<file path="src/cnaw_pkg.sv">
`default_nettype none
package cnaw_pkg;
    typedef enum logic [5:0] {
        PH_HEADER   = 6'b000001,
        PH_NAME     = 6'b000010,
        PH_NAME_PAD = 6'b000100,
        PH_DATA     = 6'b001000,
        PH_DATA_PAD = 6'b010000,
        PH_STOP     = 6'b100000
    } t_phase;

    localparam logic [1:0] REG_SELECT_MODE   = 2'd0;
    localparam logic [1:0] REG_TARGET_NAME   = 2'd1;
    localparam logic [1:0] REG_TARGET_LENGTH = 2'd2;

    localparam logic [1:0] KIND_OTHER = 2'd0;
    localparam logic [1:0] KIND_NAME  = 2'd1;
    localparam logic [1:0] KIND_DATA  = 2'd2;

    localparam logic [1:0] ST_WALKING  = 2'd0;
    localparam logic [1:0] ST_BAD_MAGIC = 2'd1;
    localparam logic [1:0] ST_TRAILER  = 2'd2;
    localparam logic [1:0] ST_FOUND    = 2'd3;

    localparam int HEADER_BYTES = 110;
    localparam int TRAILER_LEN  = 10;

    // byte classes made in the front, consumed by the walker
    typedef struct packed {
        logic [7:0] byte_val;
        logic [3:0] hex_val;
        logic [5:0] magic_eq;   // one bit per magic position
        logic [9:0] trail_eq;   // one bit per trailer position
        logic       is_nul;
    } t_cls;

    function automatic logic [3:0] hex_digit(input logic [7:0] c);
        logic [3:0] d;
        d = 4'd0;
        if (c >= 8'h30 && c <= 8'h39) d = 4'(c - 8'h30);
        else if (c >= 8'h41 && c <= 8'h46) d = 4'(c - 8'h37);
        else if (c >= 8'h61 && c <= 8'h66) d = 4'(c - 8'h57);
        return d;
    endfunction
endpackage
`default_nettype wire

</file>
<file path="src/cnaw_if.sv">
`default_nettype none
interface cnaw_in_if;
    logic       valid;
    logic       ready;
    logic [7:0] archive_byte;
    modport source (output valid, output archive_byte, input ready);
    modport sink   (input valid, input archive_byte, output ready);
endinterface

interface cnaw_out_if;
    logic       valid;
    logic       ready;
    logic [7:0] out_byte;
    logic [1:0] byte_kind;
    logic       last_of_field;
    logic       name_matched;
    logic [1:0] walk_status;
    modport source (output valid, output out_byte, output byte_kind, output last_of_field,
                    output name_matched, output walk_status, input ready);
    modport sink   (input valid, input out_byte, input byte_kind, input last_of_field,
                    input name_matched, input walk_status, output ready);
endinterface

interface cnaw_cfg_if;
    logic        valid;
    logic        ready;
    logic [1:0]  index;
    logic [63:0] data;
    modport source (output valid, output index, output data, input ready);
    modport sink   (input valid, input index, input data, output ready);
endinterface
`default_nettype wire

</file>
<file path="src/cnaw_front.sv">
`default_nettype none
module cnaw_front
    import cnaw_pkg::*;
(
    input  wire logic  i_clk,
    input  wire logic  i_rst_n,
    cnaw_in_if.sink    in_ch,
    output t_cls       o_cls,
    output logic       o_valid,
    input  wire logic  i_ready
);
    // two-entry queue of classified bytes
    t_cls       r_q [2];
    logic       r_wp, r_rp;
    logic [1:0] r_cnt;
    logic       w_push, w_pop;
    t_cls       w_cls;
    logic [7:0] w_b;

    localparam logic [47:0] MAGIC = "107070";       // position 0 in low byte
    localparam logic [79:0] TRAIL = "!!!RELIART";

    assign w_b = in_ch.archive_byte;
    always_comb begin
        w_cls.byte_val = w_b;
        w_cls.hex_val  = hex_digit(w_b);
        w_cls.is_nul   = (w_b == 8'd0);
        for (int k = 0; k < 6; k++) w_cls.magic_eq[k] = (w_b == MAGIC[8*k +: 8]);
        for (int k = 0; k < 10; k++) w_cls.trail_eq[k] = (w_b == TRAIL[8*k +: 8]);
    end

    assign in_ch.ready = (r_cnt != 2'd2);
    assign w_push = in_ch.valid && in_ch.ready;
    assign o_valid = (r_cnt != 2'd0);
    assign w_pop = o_valid && i_ready;
    assign o_cls = r_q[r_rp];

    always_ff @(posedge i_clk) begin
        if (w_push) r_q[r_wp] <= w_cls;
        if (!i_rst_n) begin
            r_wp <= 1'b0; r_rp <= 1'b0; r_cnt <= 2'd0;
        end else begin
            if (w_push) r_wp <= ~r_wp;
            if (w_pop) r_rp <= ~r_rp;
            r_cnt <= 2'(r_cnt + {1'b0, w_push} - {1'b0, w_pop});
        end
    end
endmodule
`default_nettype wire

</file>
<file path="src/cnaw_back.sv">
`default_nettype none
module cnaw_back
    import cnaw_pkg::*;
#(
    parameter int MAX_NAME_BYTES = 8
) (
    input  wire logic  i_clk,
    input  wire logic  i_rst_n,
    input  wire t_cls  i_cls,
    input  wire logic  i_valid,
    output logic       o_ready,
    input  wire logic  i_select_mode,
    input  wire logic [63:0] i_target_name,
    input  wire logic [3:0]  i_target_length,
    cnaw_out_if.source out_ch
);
    t_phase      r_phase, n_phase;
    logic [31:0] r_cnt, n_cnt;
    logic [31:0] r_nsz, n_nsz, r_fsz, n_fsz, r_acc, n_acc;
    logic [1:0]  r_align;
    logic        r_tm, n_tm, r_gm, n_gm;
    logic [1:0]  r_stat, n_stat;
    logic        r_ov;
    logic [7:0]  r_ob;
    logic [1:0]  r_kind, n_kind;
    logic        r_last, n_last, r_mat, n_mat;
    logic [1:0]  w_next;
    logic [3:0]  w_len;
    logic        w_go;
    logic [7:0]  w_tb;

    assign o_ready = !r_ov || out_ch.ready;
    assign w_go = i_valid && o_ready;
    assign w_next = 2'(r_align + 2'd1);
    assign w_len = (32'(i_target_length) > MAX_NAME_BYTES) ? 4'(MAX_NAME_BYTES)
                                                            : i_target_length;
    assign w_tb = (r_cnt < 32'd8) ? i_target_name[8*r_cnt[2:0] +: 8] : 8'd0;

    always_comb begin
        n_phase = r_phase; n_cnt = r_cnt; n_nsz = r_nsz; n_fsz = r_fsz; n_acc = r_acc;
        n_tm = r_tm; n_gm = r_gm; n_stat = r_stat;
        n_kind = KIND_OTHER; n_last = 1'b0; n_mat = 1'b0;
        unique case (r_phase)
            PH_HEADER: begin
                n_cnt = r_cnt + 32'd1;
                if (r_cnt < 32'd6 && !i_cls.magic_eq[r_cnt[2:0]]) begin
                    n_stat = ST_BAD_MAGIC; n_phase = PH_STOP; n_cnt = r_cnt;
                end else begin
                    if ((r_cnt >= 32'd54 && r_cnt <= 32'd61)
                        || (r_cnt >= 32'd94 && r_cnt <= 32'd101)) begin
                        n_acc = {r_acc[27:0], i_cls.hex_val};
                        if (r_cnt == 32'd61) n_fsz = n_acc;
                        if (r_cnt == 32'd101) n_nsz = n_acc;
                    end
                    if (r_cnt >= 32'(HEADER_BYTES - 1)) begin
                        n_cnt = 32'd0; n_tm = 1'b1; n_gm = 1'b1;
                        if (r_nsz == 32'd0) begin
                            n_gm = 1'b0;
                            if (w_next != 2'd0) n_phase = PH_NAME_PAD;
                            else if (r_fsz == 32'd0) n_phase = PH_HEADER;
                            else n_phase = PH_DATA;
                        end else n_phase = PH_NAME;
                    end
                end
            end
            PH_NAME: begin
                if (r_cnt < 32'(TRAILER_LEN)) begin
                    if (!i_cls.trail_eq[r_cnt[3:0]]) n_tm = 1'b0;
                end else if (r_cnt == 32'(TRAILER_LEN) && !i_cls.is_nul) n_tm = 1'b0;
                if (r_cnt < 32'(w_len)) begin
                    if (i_cls.byte_val != w_tb) n_gm = 1'b0;
                end else if (r_cnt == 32'(w_len) && !i_cls.is_nul) n_gm = 1'b0;
                n_kind = i_select_mode ? KIND_OTHER : KIND_NAME;
                n_cnt = r_cnt + 32'd1;
                if (n_cnt == r_nsz) begin
                    n_last = 1'b1;
                    n_mat = n_gm && (r_nsz > 32'(w_len));
                    n_gm = n_mat;
                    if (n_tm && r_nsz > 32'(TRAILER_LEN)) begin
                        n_stat = ST_TRAILER; n_phase = PH_STOP;
                    end else if (i_select_mode && n_mat && r_fsz == 32'd0) begin
                        n_stat = ST_FOUND; n_phase = PH_STOP;
                    end else begin
                        n_cnt = 32'd0;
                        if (w_next != 2'd0) n_phase = PH_NAME_PAD;
                        else if (r_fsz == 32'd0) n_phase = PH_HEADER;
                        else n_phase = PH_DATA;
                    end
                end
            end
            PH_NAME_PAD: begin
                if (w_next == 2'd0) begin
                    n_cnt = 32'd0;
                    n_phase = (r_fsz == 32'd0) ? PH_HEADER : PH_DATA;
                end
            end
            PH_DATA: begin
                n_kind = (!i_select_mode || r_gm) ? KIND_DATA : KIND_OTHER;
                n_cnt = r_cnt + 32'd1;
                if (n_cnt == r_fsz) begin
                    n_last = 1'b1;
                    if (i_select_mode && r_gm) begin
                        n_stat = ST_FOUND; n_phase = PH_STOP;
                    end else begin
                        n_cnt = 32'd0;
                        n_phase = (w_next != 2'd0) ? PH_DATA_PAD : PH_HEADER;
                    end
                end
            end
            PH_DATA_PAD: begin
                if (w_next == 2'd0) begin
                    n_cnt = 32'd0; n_phase = PH_HEADER;
                end
            end
            PH_STOP: ;
            default: ;
        endcase
    end

    always_ff @(posedge i_clk) begin
        if (w_go) begin
            r_ob <= i_cls.byte_val; r_kind <= n_kind; r_last <= n_last; r_mat <= n_mat;
            r_cnt <= n_cnt; r_nsz <= n_nsz; r_fsz <= n_fsz; r_acc <= n_acc;
        end
        if (!i_rst_n) begin
            r_phase <= PH_HEADER; r_cnt <= 32'd0; r_nsz <= 32'd0; r_fsz <= 32'd0;
            r_acc <= 32'd0; r_align <= 2'd0; r_tm <= 1'b1; r_gm <= 1'b1;
            r_stat <= ST_WALKING; r_ov <= 1'b0;
        end else begin
            if (w_go) begin
                r_phase <= n_phase; r_align <= w_next; r_tm <= n_tm; r_gm <= n_gm;
                r_stat <= n_stat; r_ov <= 1'b1;
            end else if (out_ch.ready) r_ov <= 1'b0;
        end
    end

    assign out_ch.valid = r_ov;
    assign out_ch.out_byte = r_ob;
    assign out_ch.byte_kind = r_kind;
    assign out_ch.last_of_field = r_last;
    assign out_ch.name_matched = r_mat;
    assign out_ch.walk_status = r_stat;
endmodule
`default_nettype wire

</file>
<file path="src/cpio_newc_archive_walker_top.sv">
`default_nettype none
// channel | dir | handshake   | payload
// in_ch   | in  | valid/ready | archive_byte[7:0]
// out_ch  | out | valid/ready | out_byte, byte_kind, last_of_field, name_matched, walk_status
// cfg_ch  | in  | valid/ready | index[1:0] (0 select_mode, 1 target_name, 2 target_length), data
//
// One item per cycle while out_ch is ready; bytes pass the front queue, then output register.
// The front classifies each byte (hex value, magic/trailer compares) into a 2-deep queue;
// the back runs the walk state and holds one result in its output register.
// Synchronous active-low reset returns to the header phase with status walking.
// Output stall backs up the queue, then in_ch.ready drops. cfg is always ready.
module cpio_newc_archive_walker_top
    import cnaw_pkg::*;
#(
    parameter int MAX_NAME_BYTES = 8
) (
    input  wire logic   i_clk,
    input  wire logic   i_rst_n,
    cnaw_in_if.sink     in_ch,
    cnaw_out_if.source  out_ch,
    cnaw_cfg_if.sink    cfg_ch
);
    logic        r_sel;
    logic [63:0] r_tname;
    logic [3:0]  r_tlen;
    t_cls        w_cls;
    logic        w_qv, w_qr;

    // config registers
    assign cfg_ch.ready = 1'b1;
    always_ff @(posedge i_clk) begin
        if (!i_rst_n) begin
            r_sel <= 1'b0; r_tname <= 64'd0; r_tlen <= 4'd1;
        end else if (cfg_ch.valid) begin
            case (cfg_ch.index)
                REG_SELECT_MODE:   r_sel <= cfg_ch.data[0];
                REG_TARGET_NAME:   r_tname <= cfg_ch.data;
                REG_TARGET_LENGTH: r_tlen <= cfg_ch.data[3:0];
                default: ;
            endcase
        end
    end

    cnaw_front u_front (
        .i_clk(i_clk), .i_rst_n(i_rst_n), .in_ch(in_ch),
        .o_cls(w_cls), .o_valid(w_qv), .i_ready(w_qr)
    );

    cnaw_back #(.MAX_NAME_BYTES(MAX_NAME_BYTES)) u_back (
        .i_clk(i_clk), .i_rst_n(i_rst_n), .i_cls(w_cls), .i_valid(w_qv), .o_ready(w_qr),
        .i_select_mode(r_sel), .i_target_name(r_tname), .i_target_length(r_tlen),
        .out_ch(out_ch)
    );

`ifndef NO_ASSERTIONS
    // a name match only ever comes on a final name byte
    a_match_last: assert property (@(posedge i_clk) disable iff (!i_rst_n)
        out_ch.valid && out_ch.name_matched |-> out_ch.last_of_field)
        else $error("name_matched without last_of_field");
    // once stopped, status never changes
    a_stat_hold: assert property (@(posedge i_clk) disable iff (!i_rst_n)
        $past(i_rst_n) && out_ch.valid && $past(out_ch.valid)
        && $past(out_ch.walk_status) != ST_WALKING |-> $stable(out_ch.walk_status))
        else $error("walk status changed after stop");
    // byte kind never takes the unused code
    a_kind: assert property (@(posedge i_clk) disable iff (!i_rst_n)
        out_ch.valid |-> out_ch.byte_kind != 2'd3)
        else $error("bad byte kind");
`endif
endmodule
`default_nettype wire
</file>
<file path="src/flat_wrapper.sv">
// flat-port wrapper written by rule: the top's interface ports become plain ports
module cpio_newc_archive_walker_top_flat import cnaw_pkg::*;
#(
    parameter int MAX_NAME_BYTES = 8
)
  (i_clk, i_rst_n, in_ch_valid, in_ch_archive_byte, in_ch_ready, out_ch_valid, out_ch_out_byte, out_ch_byte_kind, out_ch_last_of_field, out_ch_name_matched, out_ch_walk_status, out_ch_ready, cfg_ch_valid, cfg_ch_index, cfg_ch_data, cfg_ch_ready);
  cnaw_in_if in_ch_i ();
  cnaw_out_if out_ch_i ();
  cnaw_cfg_if cfg_ch_i ();
  input  wire logic i_clk;
  input  wire logic i_rst_n;
  input wire logic [$bits(in_ch_i.valid)-1:0] in_ch_valid;
  input wire logic [$bits(in_ch_i.archive_byte)-1:0] in_ch_archive_byte;
  output wire logic [$bits(in_ch_i.ready)-1:0] in_ch_ready;
  output wire logic [$bits(out_ch_i.valid)-1:0] out_ch_valid;
  output wire logic [$bits(out_ch_i.out_byte)-1:0] out_ch_out_byte;
  output wire logic [$bits(out_ch_i.byte_kind)-1:0] out_ch_byte_kind;
  output wire logic [$bits(out_ch_i.last_of_field)-1:0] out_ch_last_of_field;
  output wire logic [$bits(out_ch_i.name_matched)-1:0] out_ch_name_matched;
  output wire logic [$bits(out_ch_i.walk_status)-1:0] out_ch_walk_status;
  input wire logic [$bits(out_ch_i.ready)-1:0] out_ch_ready;
  input wire logic [$bits(cfg_ch_i.valid)-1:0] cfg_ch_valid;
  input wire logic [$bits(cfg_ch_i.index)-1:0] cfg_ch_index;
  input wire logic [$bits(cfg_ch_i.data)-1:0] cfg_ch_data;
  output wire logic [$bits(cfg_ch_i.ready)-1:0] cfg_ch_ready;
  assign in_ch_i.valid = in_ch_valid;
  assign in_ch_i.archive_byte = in_ch_archive_byte;
  assign in_ch_ready = in_ch_i.ready;
  assign out_ch_valid = out_ch_i.valid;
  assign out_ch_out_byte = out_ch_i.out_byte;
  assign out_ch_byte_kind = out_ch_i.byte_kind;
  assign out_ch_last_of_field = out_ch_i.last_of_field;
  assign out_ch_name_matched = out_ch_i.name_matched;
  assign out_ch_walk_status = out_ch_i.walk_status;
  assign out_ch_i.ready = out_ch_ready;
  assign cfg_ch_i.valid = cfg_ch_valid;
  assign cfg_ch_i.index = cfg_ch_index;
  assign cfg_ch_i.data = cfg_ch_data;
  assign cfg_ch_ready = cfg_ch_i.ready;
  cpio_newc_archive_walker_top #(.MAX_NAME_BYTES(MAX_NAME_BYTES)) u_core (.i_clk(i_clk), .i_rst_n(i_rst_n), .in_ch(in_ch_i), .out_ch(out_ch_i), .cfg_ch(cfg_ch_i));
endmodule
</file>
<file path="config.mk">
export PLATFORM = sky130hd
export DESIGN_NAME = cpio_newc_archive_walker_top_flat
export DESIGN_NICKNAME = d
export VERILOG_FILES = /design/src/cnaw_pkg.sv /design/src/cnaw_if.sv /design/src/cnaw_front.sv /design/src/cnaw_back.sv /design/src/cpio_newc_archive_walker_top.sv /design/src/flat_wrapper.sv
export SDC_FILE = /design/constraint.sdc
export NUM_CORES = 1
export LEC_CHECK = 0
export ABC_AREA = 1
export BUFFER_PORTS_ARGS = -buffer_cell sky130_fd_sc_hd__clkbuf_2
export CAP_MARGIN = 10
export CORE_MARGIN = 3
export CORE_UTILIZATION = 30
export DETAILED_ROUTE_END_ITERATION = 10
export GPL_ROUTABILITY_DRIVEN = 0
export GPL_TIMING_DRIVEN = 0
export PLACE_DENSITY = 0.5
export SLEW_MARGIN = 20
export SYNTH_ARGS = -nofsm -noshare
export SYNTH_HDL_FRONTEND = slang
export SYNTH_SLANG_ARGS = --single-unit
</file>
<file path="constraint.sdc">
create_clock -name i_clk -period 7 [get_ports i_clk]
set_clock_uncertainty 0.15 [all_clocks]
set_input_delay 0.35 -clock i_clk [delete_from_list [all_inputs] [get_ports i_clk]]
set_output_delay 0.35 -clock i_clk [all_outputs]
set_load 0.01 [all_outputs]
</file>
Word level (Yosys, flattened, before mapping)
Memory sizes are Yosys's and may differ from the RTL's. A register that Yosys moved wholly into a read port is not among the register bits.
Cells that the tools add are included.

word-level totals
  ROM bits = 0
  bits in writable memories = 58
  latch bits = 0
  bits in registers = 222
  output and inout port bits = 17
  memories = 1
  bits of input ports = 79

operators by class
  $lt $le $gt $ge = 20
  divide/modulo/power cells = 0
  $add $sub $neg = 7
  bitwise gates (word level) = 3
  shifts and indexed selects = 1
  mux-type cells = 67
  equal/unequal tests = 36
  reductions and logical operators = 46
  multipliers = 0

memories
  name                words  width  rd ports  clocked after memory_dff  write ports  line              source
  u_core.u_front.r_q  2      29     1         1                         1            cnaw_front.sv:13  t_cls r_q [2];

operators by type and width
  kind                     count
  $mux W32                 8
  $pmux W32 S4             1
  $eq A32 B32 Y1           2
  $ge A32 B7 Y1 const B    2
  $logic_not A32 Y1        2
  $lt A32 B4 Y1 const B    2
  $shiftx A64 B7 Y8        1
  $mux W6                  9
  $eq A8 B7 Y1 const B     6
  $add A32 B1 Y32 const B  1
  $eq A32 B4 Y1            1
  $eq A32 B4 Y1 const B    1
  $eq A32 B6 Y1 const B    1
  $eq A32 B7 Y1 const B    1
  $eq A8 B6 Y1 const B     4
  $ge A32 B6 Y1 const B    1
  $gt A32 B4 Y1            1
  $gt A32 B4 Y1 const B    1
  $le A32 B6 Y1 const B    1
  $le A32 B7 Y1 const B    1
  $lt A32 B3 Y1 const B    1
  $lt A32 B4 Y1            1
  $pmux W6 S5              1
  $mux W4                  7
  other kinds (47)         123

Longest topological paths before layout
Gate-level depths: netlist of the first run.

  depth in word-level cells = 14
  mapped depth = 22
  gate-level depth less buffers = 21

Cells and area by module
From an unflattened synthesis of the first run, not the netlist that was laid out.

second synthesis, totals
  cells, all modules = 2229
  area total of the unflattened synthesis = 15039.4 um2

modules (own cells, without submodules)
  module                        cells each  times used  area an instance (um2)
  cnaw_back                     1626        1           9943.3
  cpio_newc_archive_walker_top  441         1           2872.8
  cnaw_front                    162         1           2223.4

Least setup slack after synthesis of the first run
Ideal clock, no wire load.

  path kind = reg2reg
  start = register u_core.u_back.r_cnt[1]
  end = register u_core.u_back.r_cnt[4]
  arrival = 2.425 ns
  buffers on the path = 3
  path slack = 4.293 ns
  cell stages (with the launch flop) = 20
  library setup time = 0.132 ns
  clock period less this slack = 2.707 ns
  cell sequence = dfxtp_1 > buf_2 > inv_1 > clkbuf_1 > ha_1 > nand2_1 > nand4_1 > nor2_1 > nand2_1 > a21oi_1 > nand4_1 > nor2_1 > nand3_1 > nand2_1 > nand2_1 > inv_2 > nand3_4 > buf_6 > nand3_1 > a21oi_1

between the ends
  cells in the longest elaborated chain, start to end = 13
  elaborated cells on any way between the ends = 43

RTL lines
  element                                                    line              source
  start, declared                                            cnaw_back.sv:18   logic [31:0] r_cnt, n_cnt;
  start signal, assigned                                     cnaw_back.sv:123  r_cnt <= n_cnt; r_nsz <= n_nsz; r_fsz <= n_fsz; r_acc <= n_acc;
  $lt A32 B4 Y1 / $shiftx A64 B7 Y8 (equally long branches)  cnaw_back.sv:37   assign w_tb = (r_cnt < 32'd8) ? i_target_name[8*r_cnt[2:0] +: 8] : 8'd0;
  $mux W8                                                    cnaw_back.sv:37
  $ne A8 B8 Y1                                               cnaw_back.sv:71   if (i_cls.byte_val != w_tb) n_gm = 1'b0;
  $mux W1                                                    cnaw_back.sv:71
  $mux W1                                                    cnaw_back.sv:70   if (r_cnt < 32'(w_len)) begin
  $mux W1                                                    cnaw_back.sv:43   unique case (r_phase)
  $logic_and A1 B1 Y1                                        cnaw_back.sv:77   n_mat = n_gm && (r_nsz > 32'(w_len));
  $logic_and A1 B1 Y1 (2 in a row)                           cnaw_back.sv:81   end else if (i_select_mode && n_mat && r_fsz == 32'd0) begin
  $mux W32                                                   cnaw_back.sv:81
  $mux W32                                                   cnaw_back.sv:79   if (n_tm && r_nsz > 32'(TRAILER_LEN)) begin
  $mux W32                                                   cnaw_back.sv:75   if (n_cnt == r_nsz) begin
  $pmux W32 S4                                               cnaw_back.sv:43

Parallel ways exist; a longest one is shown, timed or not. The select of a mux whose other input is x is not followed.
A chain may end at the register's enable or synchronous reset.

Worst setup path after layout of the first run
  start = register u_core.u_back.r_cnt[1]
  end = register u_core.u_back.r_mat, in the netlist u_core.u_back.out_ch.name_matched, data pin

between the ends
  cells in the longest elaborated chain, start to end = 7
  elaborated cells on any way between the ends = 15

RTL lines
  element                                                    line              source
  $lt A32 B4 Y1 / $shiftx A64 B7 Y8 (equally long branches)  cnaw_back.sv:37
  $mux W8                                                    cnaw_back.sv:37
  $ne A8 B8 Y1                                               cnaw_back.sv:71
  $mux W1                                                    cnaw_back.sv:71
  $mux W1                                                    cnaw_back.sv:70
  $mux W1                                                    cnaw_back.sv:43
  $logic_and A1 B1 Y1                                        cnaw_back.sv:77
  end signal, assigned                                       cnaw_back.sv:122  r_ob <= i_cls.byte_val; r_kind <= n_kind; r_last <= n_last; r_mat <= n_mat;
  end, declared                                              cnaw_back.sv:26   logic r_last, n_last, r_mat, n_mat;

Parallel ways exist; a longest one is shown, timed or not. The select of a mux whose other input is x is not followed.

==> results by stage, run 1 <==
Clock tree:
- The clock buffer count from CTS is 31.
- After clock tree synthesis, the clock-pin slew on the worst setup and hold paths is 0.06 ns.
- The number of setup buffers added after CTS is 0.
- In this run the deepest clock path goes through 3 buffers.
- For the worst-skew pair, the clock arrives at the later sink with an insertion delay of slightly below 0.6 ns.
- In this run the number of H-tree levels came out at 1.
- The number of hold-repair buffers added at the cts stage is 79.
- TritonCTS built the clock tree.
- For this design, the sink count on the clock tree is 269.
- Gates resized during post-CTS repair numbered 0.
- The clock tree root buffer cell is clkbuf_16.

Routing:
- The violation count after the first detailed-routing iteration is 1241.
- The number of nets with antenna violations after detailed routing is 0.
- For this run, design rule violations remaining after detail routing come to 0.
- The final routed wirelength across all metal layers is between 50 and 60 mm.
- The routed via count divided by cell count is 5.049.
- For this run, the detailed router's first-pass iteration total came to 5.
- The number of vias after detailed routing is around 15000.
- Dividing the detail-routed wire length by the instance count gives between 15 and 20 µm.

Yosys:
- After synthesis the cells add up to about 14000 µm².
- The average instance in the mapped netlist occupies 6.894 µm².
- Of the total synthesized cell area, the portion taken by AND, OR, NAND and NOR gates is 0.3136.
- By area the synthesized netlist is led by dfxtp_1 (30%), nand2_1 (13%), edfxtp_1 (12%), nor2_1 (6.8%), inv_1 (6.5%).
- The fraction of synthesized cell area taken by the top area cell type is 0.2963.
- The number of enable flip-flop cells after synthesis is 58.
- Yosys printed 0 warnings.
- The adder-cell share of the synthesized area is 0.01667.
- Counting instances in the post-synthesis netlist gives the leading cell types as nand2_1 (497), nor2_1 (260), inv_1 (247), dfxtp_1 (211), nand3_1 (174).
- Synthesis inferred 269 register bits.
- The primary flip-flop cell chosen by synthesis mapping is dfxtp_1.
- Of the synthesized area, sequential elements account for 0.4184.
- The xor and xnor fraction of the mapped netlist area is 0.009215.
- For this run, asynchronously set or reset flops after synthesis account for 0.
- Of all cell types, the one taking the most synthesized area is dfxtp_1.
- After synthesis, the netlist uses 48 different library cells.
- Counting every net in the synthesized netlist gives 2166.
- The complex-gate fraction of the synthesized area is 0.1426.
- The count of mapped cells out of synthesis is 2068.
- The multiplexer fraction of the synthesized cell area is 0.003510.
- Yosys instantiated no cell more often than nand2_1.
- After synthesis, the largest family of logic cells by area is simple AND/OR/NAND/NOR gates.

Timing:
- The clock period minus final worst setup slack is 4.174 ns.
- Setup repair after global routing left no endpoint under its margin.
- The maximum clock frequency is 239.6 MHz.
- The share of the cycle needed by the critical path after routing is 0.5962.
- The number of setup violations in the final report is 0.
- Setup total negative slack on the finished layout was measured at 0 ns.
- For the pin with the worst max-slew slack, the measured transition is 1.092 ns.
- In this run the tightest slew margin relative to its limit is 0.2717.
- The max-slew violation count came to 0.
- The final number of hold-violating endpoints is 0.

Global route:
- The number of antenna violations at the first check in global routing came to 0.
- The number of global-route vias before repair is 13920.
- The first global-routing pass estimated around 80 mm of wire.
- The sum of overflow across all layers after global routing is 0.
- The total global routing track utilization is 0.2042.
- The pin count of the biggest net entering global routing is 25.

Power:
- The total power of the final layout is roughly 0.0047 W.
- Across the VDD grid, the largest voltage drop is 0.2189 mV.
- The analysis attributes to cell leakage a power of ~7.4 nW.
- The power density over the cells is 272.6 nW/µm².

Hold path:
- For hold timing, the worst endpoint is u_core.r_tname[63]$_SDFFE_PN0P_.
- The worst hold path passes through 2 cells.
- The class of the most critical hold timing path is register to register.
- The startpoint of the lowest-slack hold path is u_core.r_tname[63]$_SDFFE_PN0P_.

Setup path:
- The signal on the critical path passes through buf_2, inv_1, clkbuf_1, ha_1, nand2_1, nand4_1, nor2_1, nand2_1, a21oi_1, nand4_1, nor4_1, nand3_1, nand3b_1, nor2_1, nand3_1, nor2_1.
- STA puts the critical path data arrival time at ~4.4 ns.
- For the worst flop-to-flop path, the logic depth is 16.
- Data on the critical path is required at its endpoint by 7.26 ns.
- The most repeated library cell on the critical path is nor2_1.
- The worst register-to-register path begins at u_core.u_back.r_cnt[1]$_SDFFE_PN0P_.
- The worst setup path is of the register to register kind.
- Setup slack on the worst reg-to-reg path comes out at 2.83 ns.
- Among all stages on the critical path, the largest delay is contributed by clkbuf_1.
- The endpoint of the lowest-slack register-to-register path is u_core.u_back.out_ch.name_matched$_SDFFCE_PN0P_.
- The startpoint type of the worst setup path is a register.
- The delay of the slowest critical-path stage is 0.61 ns.
- Of all nets on the critical path, the largest fanout is 11.
- STA classifies the critical path endpoint as a register.

Place:
- Summed over all nets, the half-perimeter wirelength after detailed placement is roughly 40 mm.
- The count of buffers inserted at the top-level ports is 93.

Die:
- The floorplan has 79 rows.
- The chip height is 224 µm.
- The die area is ~50000 µm².
- The floorplan die width is ~220 µm.
- Pin placement for this block handled 96 I/O pins.
- The initial core utilization is 0.3049.
- The region available for standard cell placement spans 46750 µm².

Final layout:
- From synthesis to final layout, the design area changed by 21.67%.
- The fraction of final layout cells sized beyond drive strength 1 is 0.09352.
- The repair_antennas step left the layout with diodes totalling 0.
- In the final design database the tool counted between 2000 and 2500 nets.

Outcome:
- The run finished with clean final reports.

Job:
- Across the run, the number of max-cap violations was 0.
state kept, by name, summed over array words and instances, names as in the netlist, 4 cells and up, named ones only:
register                       flops
u_core.r_tlen                      4
u_core.u_back.r_acc               28
u_core.u_back.r_nsz               32
u_core.u_back.r_cnt               32
u_core.u_front.r_q                46
u_core.u_back.r_fsz               32
u_core.u_back.out_ch.out_byte      8
u_core.r_tname                    64
u_core.u_back.r_phase              6
worst max-delay path, delay by kind of cell, from the launching register on:
kind            cells  cell delay (ns)
fa+ha+maj           1             0.42
simple gates       11             1.96
flops               1             0.34
buf+inv             3             0.86
compound gates      1             0.25
logic make-up after synthesis:
kind of cell / count (synthesis)
flops: 269
simple gates: 1046
xor+xnor: 15
buf+inv: 344
mux: 5
fa+ha+maj: 19
other cells: 1
compound gates: 369
report_power, final:
group / leakage, nW / total [W] / internal [W] / switching, W
clock: 0.514 / 0.00167 / 0.000980 / 0.000686
combinational: 4.66 / 0.00127 / 0.000390 / 0.000875
sequential: 2.27 / 0.00180 / 0.00174 / 0.0000595
total: 7.44 / 0.00473 / 0.00311 / 0.00162
worst max-delay path by stage:
stage	end	depth (start not counted)	from	slack, ns
6_report	u_core.u_back.out_ch.name_matched$_SDFFCE_PN0P_	16	u_core.u_back.r_cnt[1]$_SDFFE_PN0P_	2.83
5_1_grt	u_core.u_back.out_ch.name_matched$_SDFFCE_PN0P_	16	u_core.u_back.r_cnt[1]$_SDFFE_PN0P_	2.51
4_1_cts	u_core.u_back.out_ch.name_matched$_SDFFCE_PN0P_	16	u_core.u_back.r_cnt[1]$_SDFFE_PN0P_	2.79
3_5_place_dp	u_core.u_back.out_ch.name_matched$_SDFFCE_PN0P_	16	u_core.u_back.r_cnt[1]$_SDFFE_PN0P_	2.85
3_3_place_gp	u_core.u_back.out_ch.name_matched$_SDFFCE_PN0P_	16	u_core.u_back.r_cnt[1]$_SDFFE_PN0P_	2.87
2_1_floorplan	u_core.u_back.r_cnt[4]$_SDFFE_PN0P_	19	u_core.u_back.r_cnt[1]$_SDFFE_PN0P_	4.29
layer usage:
| layer | up-vias | global-route usage | wire (µm) | share of wire |
|---|---|---|---|---|
| met1 | 6892 | 0.2760 | 23350 | 0.45 |
| met2 | 457 | 0.3377 | 24170 | 0.46 |
| li1 | 7199 | - | - | - |
| met5 | - | 0 | 0 | 0 |
| met4 | 0 | 0.07346 | 2003 | 0.038 |
| met3 | 123 | 0.02359 | 2790 | 0.053 |
through the flow:
stage | setup WS (ns) | util | instance area, µm² | cells | hold slack [ns]
detailed placement | 2.849 | 0.3319 | 15520 | 2769 | 0.2976
global placement | 2.870 | 0.3311 | 15480 | 2768 | 0.2847
CTS | 2.787 | 0.3710 | 17350 | 2906 | 0.3074
global route | 2.508 | 0.3710 | 17350 | 2906 | 0.3149
finish | 2.826 | 0.3710 | 17350 | 2906 | 0.3026
floorplan | 4.293 | - | 14260 | 2068 | 0.2744
cells in the final DEF (no fill, tap or decap), types with 22 or more instances in the layout:
cell type	Yosys	routed
inv_1	247	247
o21ai_0	154	154
clkbuf_16	0	31
clkbuf_1	59	65
clkbuf_2	0	94
nor4_1	26	24
dlygate4sd3_1	0	79
edfxtp_1	58	58
dfxtp_1	211	211
nor2_1	260	258
nand3_1	174	174
nor3_1	26	26
nand4_1	22	22
nand2_1	497	497
a21oi_1	130	130
a211oi_1	37	37
a31oi_1	23	23
cell type report:
class / instances / area [µm²]
fillers: 4966 / 29410
repair buffers: 173 / 1261
inverters: 254 / 953.4
clock buffers: 43 / 870.8
well taps: 607 / 759.5
clock inverters: 15 / 168.9
plain buffers: 90 / 411.6
multi-input cells: 1455 / 6955
flip-flops and latches: 269 / 5966
Note: power is estimated with default switching activity, not from simulation.
==> run 2: changes to the inputs <==
PLACE_DENSITY = 0.52   (was 0.5)
clock period = 3.46 ns   (was 7 ns; I/O delays follow)
==> results by stage, run 2 (synthesis results as in run 1) <==
Die:
- Pin placement for this block handled 96 I/O pins.
- The die is roughly 220 µm wide.
- The die is 224 µm tall.
- The region available for standard cell placement spans about 47000 µm².
- The initialized floorplan defines 79 standard-cell rows.
- The die area is 50180 µm².
- The initial core utilization is 0.3049.

Job:
- The tool flagged a number of max-cap violations equal to 0.

Routing:
- The total iterations of the first detailed-routing run is 6.
- After detailed routing, the average wire length per cell comes to 17.83 µm.
- For this run, design rule violations remaining after detail routing come to 0.
- The first routing iteration left ~1100 violations.
- The number of vias after detailed routing is 14730.
- The number of nets with antenna violations after detailed routing is 0.
- The routed via count divided by cell count is 5.058.
- Wires add up to roughly 52 mm.

Global route:
- For met1 alone, demand over resource in global routing was 0.2634.
- The total global routing track utilization is 0.2011.
- The pin count of the biggest net entering global routing is 25.
- For this run, global-route usage on met2 was measured as 0.3375.
- For met3 alone, demand over resource in global routing was 0.03132.
- The number of antenna violations at the first check in global routing is 1.
- The most used routing layer is met2.
- After global routing the overflow that remains totals 0.
- The first global-routing pass estimated 79.28 mm of wire.
- The number of global-route vias before repair is ~14000.

Final layout:
- The sequential cells in the finished layout cover a total of about 6000 µm².
- The register with the most flip-flops in the layout has 64 of them.
- The filler cell count in the final layout is between 4000 and 5000.
- Of the cells placed in the final design, the portion with a size suffix greater than 1 is 0.1337.
- After the flow finishes, the layout carries non-filler instances totaling 2911.
- Once layout is complete, the utilization of the core stands at 0.3808.
- The library cell used most frequently in the layout, excluding fill and tap cells, is nand2_1.
- The number of inserted diodes is 0.
- Summing all multi-input logic gate instances after layout gives 7301 µm².
- In the layout the commonest cells are nand2_1 (476), inv_1 (244), nor2_1 (236), dfxtp_1 (197), nand3_1 (170).
- The finished cells cover 17810 µm².
- The number of nets at the end of the flow is ~2400.
- The area growth from synthesis to layout is 24.89%.
- The largest registers in the layout are u_core.r_tname (64), u_core.u_front.r_q (46).
- u_core.r_tname holds more flip-flops than any other register.

Timing:
- For the pin with the worst max-slew slack, the measured transition is 1.027 ns.
- The worst path needs 3.347 ns of the cycle, external delays included.
- The final number of hold-violating endpoints came to 0.
- Of the available clock period, the critical path in the final layout requires 0.9675.
- Setup violations remaining at the end of the flow were counted as 0.
- After routing, the total negative slack on setup checks comes to 0 ns.
- The relative max-transition margin is 0.3156.
- The max-slew violation count came to 0.
- The maximum clock frequency is ~300 MHz.
- Setup repair after global routing could not meet its margin everywhere.

Clock tree:
- The clock reaches the later pin of the worst-skew pair after approximately 0.6 ns.
- The clock buffer count from CTS is 31.
- The number of clock sinks seen by CTS is 269.
- CTS built an H-tree with a depth of 1.
- TritonCTS built the clock tree.
- The tree is rooted in a clkbuf_16.
- After clock tree synthesis, the clock-pin slew on the worst setup and hold paths is 0.06 ns.
- In this run the deepest clock path goes through 3 buffers.

Power:
- The worst-case IR drop observed on VDD is approximately 0.38 mV.
- The power density over the cells is 542.4 nW/µm².
- In this run the static leakage power is 7.612 nW.
- Summing internal, switching and leakage power gives 0.009657 W.

Hold path:
- The class of the most critical hold timing path is input port to register.

Setup path:
- STA classifies the critical path startpoint as a register.
- The data required time at the worst endpoint is 3.76 ns.
- The critical path is of the register to register type.
- The element type at the critical path end is a register.
- The critical path data arrival time is 3.64 ns.
- In this run the worst path has a maximum fanout of 8.

Outcome:
- The flow ran to the end, and the final reports show no timing, DRC or antenna violations.

Place:
- Summing all placed instances gives a cell area of 15520 µm².
- During placement, the flow inserted port buffers numbering 93.
- The detailed placement HPWL is 39.78 mm.
- In this run, placement finished with an instance count of 2769.
==> run 2: cell types whose count changed in the layout (fill, tap and decap cells not counted), sizes merged <==
cell,delta
clkinvlp,-1
clkbuf,-2
bufinv,-1
dlygate4sd3,-1
inv,+3
buf,+3
clkinv,+4
==> run 2: layout make-up <==
cell class / count / share of cell area
plain buffers: 90 / 0.02635
clock buffers: 38 / 0.04680
clock inverters: 20 / 0.01040
inverters: 254 / 0.05355
multi-input cells: 1455 / 0.4100
flip-flops and latches: 269 / 0.3364
well taps: 607 / 0.04265
repair buffers: 178 / 0.07378
==> run 2: critical path: stages (launching register included) <==
cell and delay (ns):
dfxtp_1 0.31, clkbuf_4 0.20, nand2_2 0.12, nor2_4 0.19
nand2_1 0.12, nor2_4 0.25, nand2_2 0.11, nand2_2 0.12
nand2_1 0.06, nand2_1 0.12, nand2_1 0.06, nor2_1 0.09
nand3_1 0.12, nor2_4 0.18, nand3_4 0.14, nand2_2 0.09
nand2_2 0.07, inv_2 0.09, nand3_4 0.19, clkbuf_16 0.25
nand3_1 0.07, a21oi_1 0.07
==> run 2: power by group <==
group          internal (W)  leakage, nW  total, W  switching [W]
Sequential          0.00352         2.27   0.00365       0.000128
Clock               0.00188        0.510   0.00331        0.00143
Combinational      0.000865         4.83   0.00270        0.00183
==> run 2: path summary, 6_finish.rpt <==
check,start,end,slack [ns],cells after the start
min reg2reg,u_core.u_front.r_rp$_SDFFE_PN0P_,register,0.29,1
min,cfg_ch_data[20],u_core.r_tname[20]$_SDFFE_PN0P_,0.21,4
max,u_core.u_back.r_cnt[7]$_SDFFE_PN0P_,u_core.u_back.r_cnt[27]$_SDFFE_PN0P_,0.11,21
max reg2reg,u_core.u_back.r_cnt[7]$_SDFFE_PN0P_,u_core.u_back.r_cnt[27]$_SDFFE_PN0P_,0.11,21
==> run 2: metrics by stage <==
stage	worst slack [ns]	hold WS (ns)
finish	0.1125	0.2063
global route	-0.08100	0.1922
CTS	0.002536	0.1610
detailed placement	-0.5534	0.2573
global placement	-0.5879	0.2549
floorplan	0.7527	0.1219
==> run 2: timing repair <==
action / 4_1_cts / 5_1_grt
hold endpoints to repair: 113 / 0
buffers inserted: 0 / 5
pin swaps: 2 / 13
resized for setup: 37 / 103
hold buffers: 78 / 0
gates cloned: 0 / 1
endpoints found under the setup margin: 114 / 100
==> run 2: routing by layer <==
metal,vias to the layer above,share of wire
met3,139,0.065
met5,-,0
li1,7226,-
met2,482,0.46
met1,6878,0.44
met4,0,0.042
